==> config.mk <==
export PLATFORM = sky130hd
export DESIGN_NAME = elevator_request_scheduler_unit
export DESIGN_NICKNAME = d
export VERILOG_FILES = /design/src/design/ers_pkg.sv /design/src/design/elevator_request_scheduler_unit.sv
export SDC_FILE = /design/constraint.sdc
export NUM_CORES = 2
export LEC_CHECK = 0
export ABC_AREA = 1
export BUFFER_PORTS_ARGS = -buffer_cell sky130_fd_sc_hd__buf_2
export CAP_MARGIN = 10
export CELL_PAD_IN_SITES_DETAIL_PLACEMENT = 2
export CELL_PAD_IN_SITES_GLOBAL_PLACEMENT = 2
export CORE_ASPECT_RATIO = 1.75
export CORE_UTILIZATION = 42
export CTS_CLUSTER_DIAMETER = 30
export DETAILED_ROUTE_END_ITERATION = 12
export GPL_TIMING_DRIVEN = 0
export PLACE_DENSITY_LB_ADDON = 0.1
export SETUP_SLACK_MARGIN = 0.15
export SLEW_MARGIN = 0
export SYNTH_ARGS = -nofsm -noshare
export SYNTH_HDL_FRONTEND = slang
export SYNTH_SLANG_ARGS = --single-unit
export TNS_END_PERCENT = 50
==> constraint.sdc <==
create_clock -name clk -period 6.5 [get_ports clk]
set_clock_uncertainty 0.2 [all_clocks]
set_input_delay 1.3 -clock clk [delete_from_list [all_inputs] [get_ports clk]]
set_output_delay 1.3 -clock clk [all_outputs]
set_load 0.03 [all_outputs]
==> src/design/ers_pkg.sv <==
// ers_pkg: shared types and codes for the elevator request scheduler
// no dependencies; imported by elevator_request_scheduler_unit
`default_nettype none

package ers_pkg;

  typedef enum logic [2:0] {
    S_IDLE,
    S_SCAN,
    S_LAST,
    S_DECIDE,
    S_FETCH,
    S_OUT
  } ers_state_t;

  typedef logic [2:0] ers_status_t;

  localparam ers_status_t ST_SERVED   = 3'd0;
  localparam ers_status_t ST_EMPTY    = 3'd1;
  localparam ers_status_t ST_INSERTED = 3'd2;
  localparam ers_status_t ST_FULL     = 3'd3;
  localparam ers_status_t ST_DUP      = 3'd4;

  localparam logic OP_ADD   = 1'b0;
  localparam logic OP_SERVE = 1'b1;

  localparam int TIME_W   = 16;
  localparam int PLAT_W   = 2;
  localparam int SECTOR_W = 6;
  localparam int TAG_W    = 16;

endpackage

`default_nettype wire

==> src/design/elevator_request_scheduler_unit.sv <==
// elevator_request_scheduler_unit: scan elevator scheduler over a request table
// depends on ers_pkg
//
// channel   direction  handshake         payload
// command   in         start, busy       opcode, arrival_time, is_write, platter,
//                                        track, sector, data_tag
// result    out        done (one cycle)  status, out_is_write, out_platter, out_track,
//                                        out_sector, out_tag, sweep_down, seek
//
// every add, and every serve of a non-empty table, sweeps the table once through one
// read port and one compare unit, then answers with done; a serve of an empty table
// answers straight from idle, without a sweep
// busy is high while a transaction is in flight; done is not held off by anyone
// rst is synchronous: table empty, head on track zero, sweeping up
`default_nettype none

module elevator_request_scheduler_unit #(
  parameter int QUEUE_DEPTH = 32,
  parameter int TRACK_BITS  = 10
) (
  input  wire logic                   clk,
  input  wire logic                   rst,
  input  wire logic                   start,
  output logic                        busy,
  input  wire logic                   opcode,
  input  wire logic [15:0]            arrival_time,
  input  wire logic                   is_write,
  input  wire logic [1:0]             platter,
  input  wire logic [TRACK_BITS-1:0]  track,
  input  wire logic [5:0]             sector,
  input  wire logic [15:0]            data_tag,
  output logic                        done,
  output ers_pkg::ers_status_t        status,
  output logic                        out_is_write,
  output logic [1:0]                  out_platter,
  output logic [TRACK_BITS-1:0]       out_track,
  output logic [5:0]                  out_sector,
  output logic [15:0]                 out_tag,
  output logic                        sweep_down,
  output logic                        seek
);
  import ers_pkg::*;

  localparam int IDX_W = $clog2(QUEUE_DEPTH);
  localparam int CNT_W = $clog2(QUEUE_DEPTH + 1);

  typedef struct packed {
    logic [TAG_W-1:0]      tag;
    logic [SECTOR_W-1:0]   sect;
    logic [TRACK_BITS-1:0] trk;
    logic [PLAT_W-1:0]     plat;
    logic                  wr;
    logic [TIME_W-1:0]     tm;
  } entry_t;

  ers_state_t state, state_next;

  entry_t mem [QUEUE_DEPTH];
  entry_t rd_data;
  entry_t in_entry;
  logic [IDX_W-1:0] rd_addr;
  logic             mem_we;

  logic [QUEUE_DEPTH-1:0] valid;
  logic [CNT_W-1:0]       count;
  logic [TRACK_BITS-1:0]  head;
  logic                   dir;
  logic                   op;

  logic [IDX_W-1:0] idx;
  logic [IDX_W-1:0] rd_idx;
  logic             rd_live;
  logic [IDX_W-1:0] sel_slot;

  // scan results
  logic                  dup;
  logic                  free_found;
  logic [IDX_W-1:0]      free_slot;
  logic                  h_found;
  logic [IDX_W-1:0]      h_slot;
  logic [TIME_W-1:0]     h_time;
  logic                  u_found;
  logic [IDX_W-1:0]      u_slot;
  logic [TIME_W-1:0]     u_time;
  logic [TRACK_BITS-1:0] u_trk;
  logic                  d_found;
  logic [IDX_W-1:0]      d_slot;
  logic [TIME_W-1:0]     d_time;
  logic [TRACK_BITS-1:0] d_trk;

  ers_status_t add_status;
  logic        last_idx;
  logic        is_full;

  assign last_idx = (idx == IDX_W'(QUEUE_DEPTH - 1));
  assign is_full  = (count >= CNT_W'(QUEUE_DEPTH));

  always_ff @(posedge clk) begin
    if (rst) begin
      state <= S_IDLE;
    end else begin
      state <= state_next;
    end
  end

  always_comb begin
    state_next = state;
    busy       = (state != S_IDLE);
    rd_addr    = (state == S_FETCH) ? sel_slot : idx;
    mem_we     = 1'b0;
    if (dup) begin
      add_status = ST_DUP;
    end else if (is_full) begin
      add_status = ST_FULL;
    end else begin
      add_status = ST_INSERTED;
    end
    unique case (state)
      S_IDLE: begin
        if (start && !(opcode == OP_SERVE && count == '0)) begin
          state_next = S_SCAN;
        end
      end
      S_SCAN: begin
        if (last_idx) begin
          state_next = S_LAST;
        end
      end
      S_LAST: begin
        state_next = S_DECIDE;
      end
      S_DECIDE: begin
        if (op == OP_ADD) begin
          mem_we     = (add_status == ST_INSERTED);
          state_next = S_IDLE;
        end else begin
          state_next = S_FETCH;
        end
      end
      S_FETCH: begin
        state_next = S_OUT;
      end
      S_OUT: begin
        state_next = S_IDLE;
      end
      default: state_next = S_IDLE;
    endcase
  end

  // request table
  always_ff @(posedge clk) begin
    if (mem_we) begin
      mem[free_slot] <= in_entry;
    end
    rd_data <= mem[rd_addr];
  end

  always_ff @(posedge clk) begin
    if (rst) begin
      valid   <= '0;
      count   <= '0;
      head    <= '0;
      dir     <= 1'b0;
      done    <= 1'b0;
      rd_live <= 1'b0;
      idx     <= '0;
    end else begin
      done    <= 1'b0;
      rd_live <= (state == S_SCAN);
      rd_idx  <= idx;

      // compare unit, one table entry per cycle
      if (rd_live && op == OP_ADD) begin
        if (valid[rd_idx] && rd_data.trk == in_entry.trk && rd_data.tm == in_entry.tm) begin
          dup <= 1'b1;
        end
        if (!valid[rd_idx] && !free_found) begin
          free_found <= 1'b1;
          free_slot  <= rd_idx;
        end
      end
      if (rd_live && op == OP_SERVE && valid[rd_idx]) begin
        if (rd_data.trk == head) begin
          if (!h_found || rd_data.tm < h_time) begin
            h_found <= 1'b1;
            h_slot  <= rd_idx;
            h_time  <= rd_data.tm;
          end
        end else if (rd_data.trk > head) begin
          if (!u_found || rd_data.trk < u_trk ||
              (rd_data.trk == u_trk && rd_data.tm < u_time)) begin
            u_found <= 1'b1;
            u_slot  <= rd_idx;
            u_time  <= rd_data.tm;
            u_trk   <= rd_data.trk;
          end
        end else begin
          if (!d_found || rd_data.trk > d_trk ||
              (rd_data.trk == d_trk && rd_data.tm < d_time)) begin
            d_found <= 1'b1;
            d_slot  <= rd_idx;
            d_time  <= rd_data.tm;
            d_trk   <= rd_data.trk;
          end
        end
      end

      case (state)
        S_IDLE: begin
          if (start) begin
            op          <= opcode;
            in_entry.tm   <= arrival_time;
            in_entry.wr   <= is_write;
            in_entry.plat <= platter;
            in_entry.trk  <= track;
            in_entry.sect <= sector;
            in_entry.tag  <= data_tag;
            idx         <= '0;
            dup         <= 1'b0;
            free_found  <= 1'b0;
            h_found     <= 1'b0;
            u_found     <= 1'b0;
            d_found     <= 1'b0;
            if (opcode == OP_SERVE && count == '0) begin
              status       <= ST_EMPTY;
              out_is_write <= 1'b0;
              out_platter  <= '0;
              out_track    <= '0;
              out_sector   <= '0;
              out_tag      <= '0;
              sweep_down   <= dir;
              seek         <= 1'b0;
              done         <= 1'b1;
            end
          end
        end
        S_SCAN: begin
          idx <= idx + IDX_W'(1);
        end
        S_DECIDE: begin
          if (op == OP_ADD) begin
            if (add_status == ST_INSERTED) begin
              valid[free_slot] <= 1'b1;
              count            <= count + CNT_W'(1);
            end
            status       <= add_status;
            out_is_write <= 1'b0;
            out_platter  <= '0;
            out_track    <= '0;
            out_sector   <= '0;
            out_tag      <= '0;
            sweep_down   <= dir;
            seek         <= 1'b0;
            done         <= 1'b1;
          end else if (h_found) begin
            sel_slot <= h_slot;
          end else if (!dir) begin
            if (u_found) begin
              sel_slot <= u_slot;
            end else begin
              dir      <= 1'b1;
              sel_slot <= d_slot;
            end
          end else begin
            if (d_found) begin
              sel_slot <= d_slot;
            end else begin
              dir      <= 1'b0;
              sel_slot <= u_slot;
            end
          end
        end
        S_OUT: begin
          valid[sel_slot] <= 1'b0;
          count           <= count - CNT_W'(1);
          head            <= rd_data.trk;
          status          <= ST_SERVED;
          out_is_write    <= rd_data.wr;
          out_platter     <= rd_data.plat;
          out_track       <= rd_data.trk;
          out_sector      <= rd_data.sect;
          out_tag         <= rd_data.tag;
          sweep_down      <= dir;
          seek            <= (rd_data.trk != head);
          done            <= 1'b1;
        end
        default: begin
        end
      endcase
    end
  end

  // entry count tracks the valid bits
  assert property (@(posedge clk) disable iff (rst) count == CNT_W'($countones(valid)))
    else $error("entry count out of step with valid bits");

  assert property (@(posedge clk) disable iff (rst) count <= CNT_W'(QUEUE_DEPTH))
    else $error("entry count above table depth");

  // an accepted transaction keeps the block busy or answers next cycle
  assert property (@(posedge clk) disable iff (rst) (start && !busy) |=> (busy || done))
    else $error("accepted transaction dropped");

  // only a served request can report a seek
  assert property (@(posedge clk) disable iff (rst) (done && status != ST_SERVED) |-> !seek)
    else $error("seek on a non-serve result");

  // a serve never leaves the table with more entries
  assert property (@(posedge clk) disable iff (rst)
    (done && status == ST_SERVED) |-> (count == $past(count) - CNT_W'(1)))
    else $error("serve did not remove an entry");

endmodule

`default_nettype wire

==> report_table.html <==
<table>
<tr><th>Metric</th><th>Value</th></tr>
<tr><th colspan="2">Run status</th></tr>
<tr><td>Status</td><td>finished, violations left</td></tr>
<tr><td>Failing checks</td><td>max-capacitance violations, max-slew violations</td></tr>
<tr><th colspan="2">STA</th></tr>
<tr><td>Unrepaired setup endpoints after global routing</td><td>no</td></tr>
<tr><td>Final max-slew violation count</td><td>22</td></tr>
<tr><td>Relative slew slack</td><td>-7.75%</td></tr>
<tr><td>Worst path setup slack after routing</td><td>1.36 ns</td></tr>
<tr><td>Final Hold Violating Endpoints</td><td>0</td></tr>
<tr><td>Highest clock frequency the design can meet</td><td>195 MHz</td></tr>
<tr><td>Post-route setup TNS</td><td>0 ns</td></tr>
<tr><td>Post-layout minimum cycle time</td><td>5.14 ns</td></tr>
<tr><td>Tightest Pin Transition</td><td>1.62 ns</td></tr>
<tr><td>Final period utilization</td><td>79.0%</td></tr>
<tr><td>Endpoints failing setup</td><td>0</td></tr>
<tr><th colspan="2">Logic synthesis</th></tr>
<tr><td>Async S/R FF share, synth</td><td>0%</td></tr>
<tr><td>Warnings, synthesis</td><td>0</td></tr>
<tr><td>Syn Inst Count</td><td>8058</td></tr>
<tr><td>Post-Syn Area</td><td>83500 sq um</td></tr>
<tr><td>Most common cell in the netlist</td><td>sky130_fd_sc_hd__nand2_1</td></tr>
<tr><td>Unique cell type count in the Yosys netlist</td><td>42</td></tr>
<tr><td>Syn_area_per_cell</td><td>10.4 sq um</td></tr>
<tr><td>Leading cell types by total area after synthesis</td><td>sky130_fd_sc_hd__edfxtp_1 (66%), sky130_fd_sc_hd__nand2_1 (11%), sky130_fd_sc_hd__nand3_1 (8.0%), sky130_fd_sc_hd__inv_1 (6.8%), sky130_fd_sc_hd__dfxtp_1 (2.6%)</td></tr>
<tr><td>Area fraction of the dominant cell type after synthesis</td><td>65.7%</td></tr>
<tr><td>Dominant cell type by area after synthesis</td><td>sky130_fd_sc_hd__edfxtp_1</td></tr>
<tr><td>Register area share after synthesis</td><td>68.3%</td></tr>
<tr><td>Total of flip-flops plus latches after synthesis</td><td>1937</td></tr>
<tr><td>Count of flip-flops with a built-in enable after synthesis</td><td>1827</td></tr>
<tr><td>Prevailing post-synth register cell</td><td>sky130_fd_sc_hd__edfxtp_1</td></tr>
<tr><td>Commonest cells in the netlist</td><td>sky130_fd_sc_hd__nand2_1 (2378), sky130_fd_sc_hd__edfxtp_1 (1827), sky130_fd_sc_hd__inv_1 (1520), sky130_fd_sc_hd__nand3_1 (1329), sky130_fd_sc_hd__buf_2 (259)</td></tr>
<tr><td>Synthesized net count</td><td>8195</td></tr>
<tr><th colspan="2">Detailed routing</th></tr>
<tr><td>Number of violations reported at the end of detailed-routing iteration 0</td><td>7352</td></tr>
<tr><td>TritonRoute pass-1 iters</td><td>5</td></tr>
<tr><td>Detailed-route wire length per cell</td><td>36.6 um</td></tr>
<tr><td>Via density</td><td>5.96</td></tr>
<tr><td>Antenna Violating Nets Remaining</td><td>0</td></tr>
<tr><td>Detailed Route WL</td><td>429000 um</td></tr>
<tr><td>Routed vias</td><td>69900</td></tr>
<tr><td>Count of unresolved DRC violations after routing</td><td>0</td></tr>
<tr><th colspan="2">Clocking</th></tr>
<tr><td>Cts bufs inserted</td><td>339</td></tr>
<tr><td>Number of levels the H-tree was split into</td><td>5</td></tr>
<tr><td>Number of buffers added for setup after CTS</td><td>0</td></tr>
<tr><td>CTS sink cnt</td><td>1937</td></tr>
<tr><td>Maximum buffer depth of the clock tree</td><td>4</td></tr>
<tr><td>Cells resized by post-CTS repair</td><td>0</td></tr>
<tr><td>CTS tree</td><td>yes</td></tr>
<tr><td>Post-CTS clock slew at the launch and capture registers of the worst setup and hold paths</td><td>0.06 ns</td></tr>
<tr><td>Cts hold-fix bufs</td><td>0</td></tr>
<tr><td>Root Buffer Master</td><td>sky130_fd_sc_hd__clkbuf_16</td></tr>
<tr><td>Clock Latency Late Sink</td><td>0.93 ns</td></tr>
<tr><th colspan="2">Global route</th></tr>
<tr><td>Overall overflow remaining after global route</td><td>0</td></tr>
<tr><td>Number of global-route vias before repair</td><td>76100</td></tr>
<tr><td>Number of antenna violations at the first check in global routing</td><td>41</td></tr>
<tr><td>First-pass GRT wire length</td><td>569000 um</td></tr>
<tr><td>Maximum number of pins on one net before global-route repair</td><td>34</td></tr>
<tr><td>Overall Global Routing Usage</td><td>40.4%</td></tr>
<tr><th colspan="2">Min path</th></tr>
<tr><td>Worst hold path cell count</td><td>2</td></tr>
<tr><td>Endpoint with the worst hold slack</td><td>head[4]</td></tr>
<tr><td>Hold path start</td><td>head[4]</td></tr>
<tr><td>Path type of the worst min-delay path</td><td>flip-flop to flip-flop</td></tr>
<tr><th colspan="2">Worst setup path</th></tr>
<tr><td>Class of the most critical setup path</td><td>flip-flop to flip-flop</td></tr>
<tr><td>FF-to-FF setup slack</td><td>1.36 ns</td></tr>
<tr><td>Critical Path Slowest Stage Cell</td><td>sky130_fd_sc_hd__buf_1</td></tr>
<tr><td>Critical path, cell by cell</td><td>nor2_2 -&gt; nand2_1 -&gt; buf_6 -&gt; o21ai_1 -&gt; buf_2 -&gt; buf_1 -&gt; nand3_1 -&gt; nand2_1 -&gt; nand2_1 -&gt; nand2_1</td></tr>
<tr><td>Startpoint Class</td><td>flip-flop</td></tr>
<tr><td>Combined buffer and inverter count along the critical path</td><td>3</td></tr>
<tr><td>Worst r2r path cells</td><td>10</td></tr>
<tr><td>Worst endpoint data arrival time</td><td>5.70 ns</td></tr>
<tr><td>Worst setup path startpoint</td><td>state[0]</td></tr>
<tr><td>Cell repeated most along the worst path</td><td>sky130_fd_sc_hd__nand2_1</td></tr>
<tr><td>Worst endpoint required time</td><td>7.06 ns</td></tr>
<tr><td>Worst flop-to-flop path startpoint</td><td>state[0]</td></tr>
<tr><td>Maximum fanout count along the critical path</td><td>10</td></tr>
<tr><td>Worst setup EP type</td><td>flip-flop</td></tr>
<tr><td>Endpoint of the most critical register-to-register path</td><td>rd_data[33]</td></tr>
<tr><td>Largest stage delay, worst path</td><td>1.17 ns</td></tr>
<tr><td>Largest delay share family, worst path</td><td>buffers and inverters</td></tr>
<tr><th colspan="2">Placement</th></tr>
<tr><td>I/O Buffers</td><td>95</td></tr>
<tr><td>Pre-CTS setup slack</td><td>1.97 ns</td></tr>
<tr><td>Post-detailed-placement half-perimeter wirelength</td><td>270000 um</td></tr>
<tr><td>Global placement routability congestion</td><td>0.850</td></tr>
<tr><td>Number of cells after detailed placement</td><td>11100</td></tr>
<tr><th colspan="2">Final layout</th></tr>
<tr><td>Net count reported at finish</td><td>8944</td></tr>
<tr><td>Syn-to-layout area delta</td><td>23.9%</td></tr>
<tr><td>Fraction of layout cells with a size suffix above 1</td><td>14.4%</td></tr>
<tr><td>Number of fillers in the final layout</td><td>19500</td></tr>
<tr><td>Non-Filler Instances</td><td>11700</td></tr>
<tr><th colspan="2">Floorplanning</th></tr>
<tr><td>Die Wd</td><td>339 um</td></tr>
<tr><td>Starting density of the core</td><td>42.3%</td></tr>
<tr><td>Top-level I/O count</td><td>97</td></tr>
<tr><td>Height of the chip</td><td>592 um</td></tr>
<tr><td>Total die area</td><td>201000 sq um</td></tr>
<tr><td># rows</td><td>216</td></tr>
<tr><td>Area of the placeable core</td><td>198000 sq um</td></tr>
<tr><th colspan="2">Power</th></tr>
<tr><td>Lkg Pwr</td><td>44.3 nW</td></tr>
<tr><td>Max IR drop VDD</td><td>0.261 mV</td></tr>
<tr><td>Power per Cell Area</td><td>347 nW/um^2</td></tr>
<tr><td>Final Total Pwr</td><td>35.9 mW</td></tr>
<tr><th colspan="2">Flow run</th></tr>
<tr><td>Max-cap violation count</td><td>2</td></tr>
</table>
-- where the power goes --
part           internal [mW]  switching, mW
Combinational          0.656           2.28
Sequential              13.7          0.215
Clock                   11.6           7.42
-- stage by stage --
step	hold slack [ns]	utilization, %	cell area, sq um
detailed placement	0.263	46.2	91300
floorplan	0.226	-	83500
finish	0.278	52.4	104000
global route	0.298	52.4	103000
global placement	0.251	44.2	87300
CTS	0.280	52.1	103000
-- worst max-delay path by stage --
| stage | to | slack (ns) | cells after the start |
|---|---|---|---|
| floorplan | in_entry[0] | 0.48 | 3 |
| global placement | mem[1][45] | -6.18 | 7 |
| detailed placement | rd_data[33] | 1.97 | 10 |
| CTS | rd_data[33] | 1.88 | 10 |
| global route | rd_data[33] | 1.67 | 10 |
| finish | rd_data[33] | 1.36 | 10 |
-- worst min-delay path, cell delays in order (launching register included) --
cell and delay [ns]:
sky130_fd_sc_hd__dfxtp_1 0.31, sky130_fd_sc_hd__nand2_1 0.06, sky130_fd_sc_hd__a21oi_1 0.06
-- cell usage in the layout (no fill, tap or decap), types with 9 or more instances in the layout --
master                       count
sky130_fd_sc_hd__a211oi_1       35
sky130_fd_sc_hd__a21oi_1        93
sky130_fd_sc_hd__a31oi_1         9
sky130_fd_sc_hd__buf_1          26
sky130_fd_sc_hd__buf_16         42
sky130_fd_sc_hd__buf_2         355
sky130_fd_sc_hd__buf_4          32
sky130_fd_sc_hd__buf_6         217
sky130_fd_sc_hd__buf_8          43
sky130_fd_sc_hd__bufinv_16      42
sky130_fd_sc_hd__clkbuf_1      103
sky130_fd_sc_hd__clkbuf_16     345
sky130_fd_sc_hd__clkinv_1       24
sky130_fd_sc_hd__clkinv_2       34
sky130_fd_sc_hd__clkinv_4       40
sky130_fd_sc_hd__clkinvlp_4     35
sky130_fd_sc_hd__dfxtp_1       110
sky130_fd_sc_hd__diode_2        25
sky130_fd_sc_hd__edfxtp_1     1827
sky130_fd_sc_hd__ha_1           81
sky130_fd_sc_hd__inv_1        1520
sky130_fd_sc_hd__inv_6          42
sky130_fd_sc_hd__inv_8          11
sky130_fd_sc_hd__nand2_1      2378
sky130_fd_sc_hd__nand3_1      1329
sky130_fd_sc_hd__nor2_1        122
sky130_fd_sc_hd__nor3_1         11
sky130_fd_sc_hd__nor3_2         33
sky130_fd_sc_hd__o21ai_0        60
-- area by class of cell --
type	instances	area [sq um]	area share, %
antenna	25	62.6	0.0604
multi-input combinational	4216	19000	18.4
tap	2616	3270	3.16
timing repair buffer	408	4820	4.66
clock inverter	235	2770	2.68
clock buffer	386	8860	8.56
inverter	1523	5720	5.52
buffer	382	1890	1.83
sequential	1937	57100	55.1
-- logic make-up after synthesis --
kind of cell | share of synthesized area [%]
AOI/OAI and AO/OA | 1.59
xor gates and xnor gates | 0.115
adders and majority gates | 1.24
buffers and inverters | 9.10
DFF | 68.3
and+or+nand+nor | 19.6
-- registers in the layout, summed over array words and instances, names as in the netlist, 3 cells and up --
name        cells
out_tag        16
status          3
h_time         16
out_track      10
d_time         16
valid          32
rd_data        51
d_slot          5
free_slot       5
idx             5
d_trk          10
u_time         16
h_slot          5
in_entry       51
sel_slot        5
out_sector      6
u_slot          5
mem          1632
u_trk          10
count           6
state           3
head           10
rd_idx          5
-- metal layers --
metal  vias to the layer above  wire length (um)  GRT usage (%)
met5                         -               161              0
met1                     35500            136000           41.0
met2                      4607            210000           70.0
met4                        22             49400           37.3
met3                      1946             33500           7.77
li1                      27800                 -              -
Note: power is estimated with default switching activity, not from simulation.
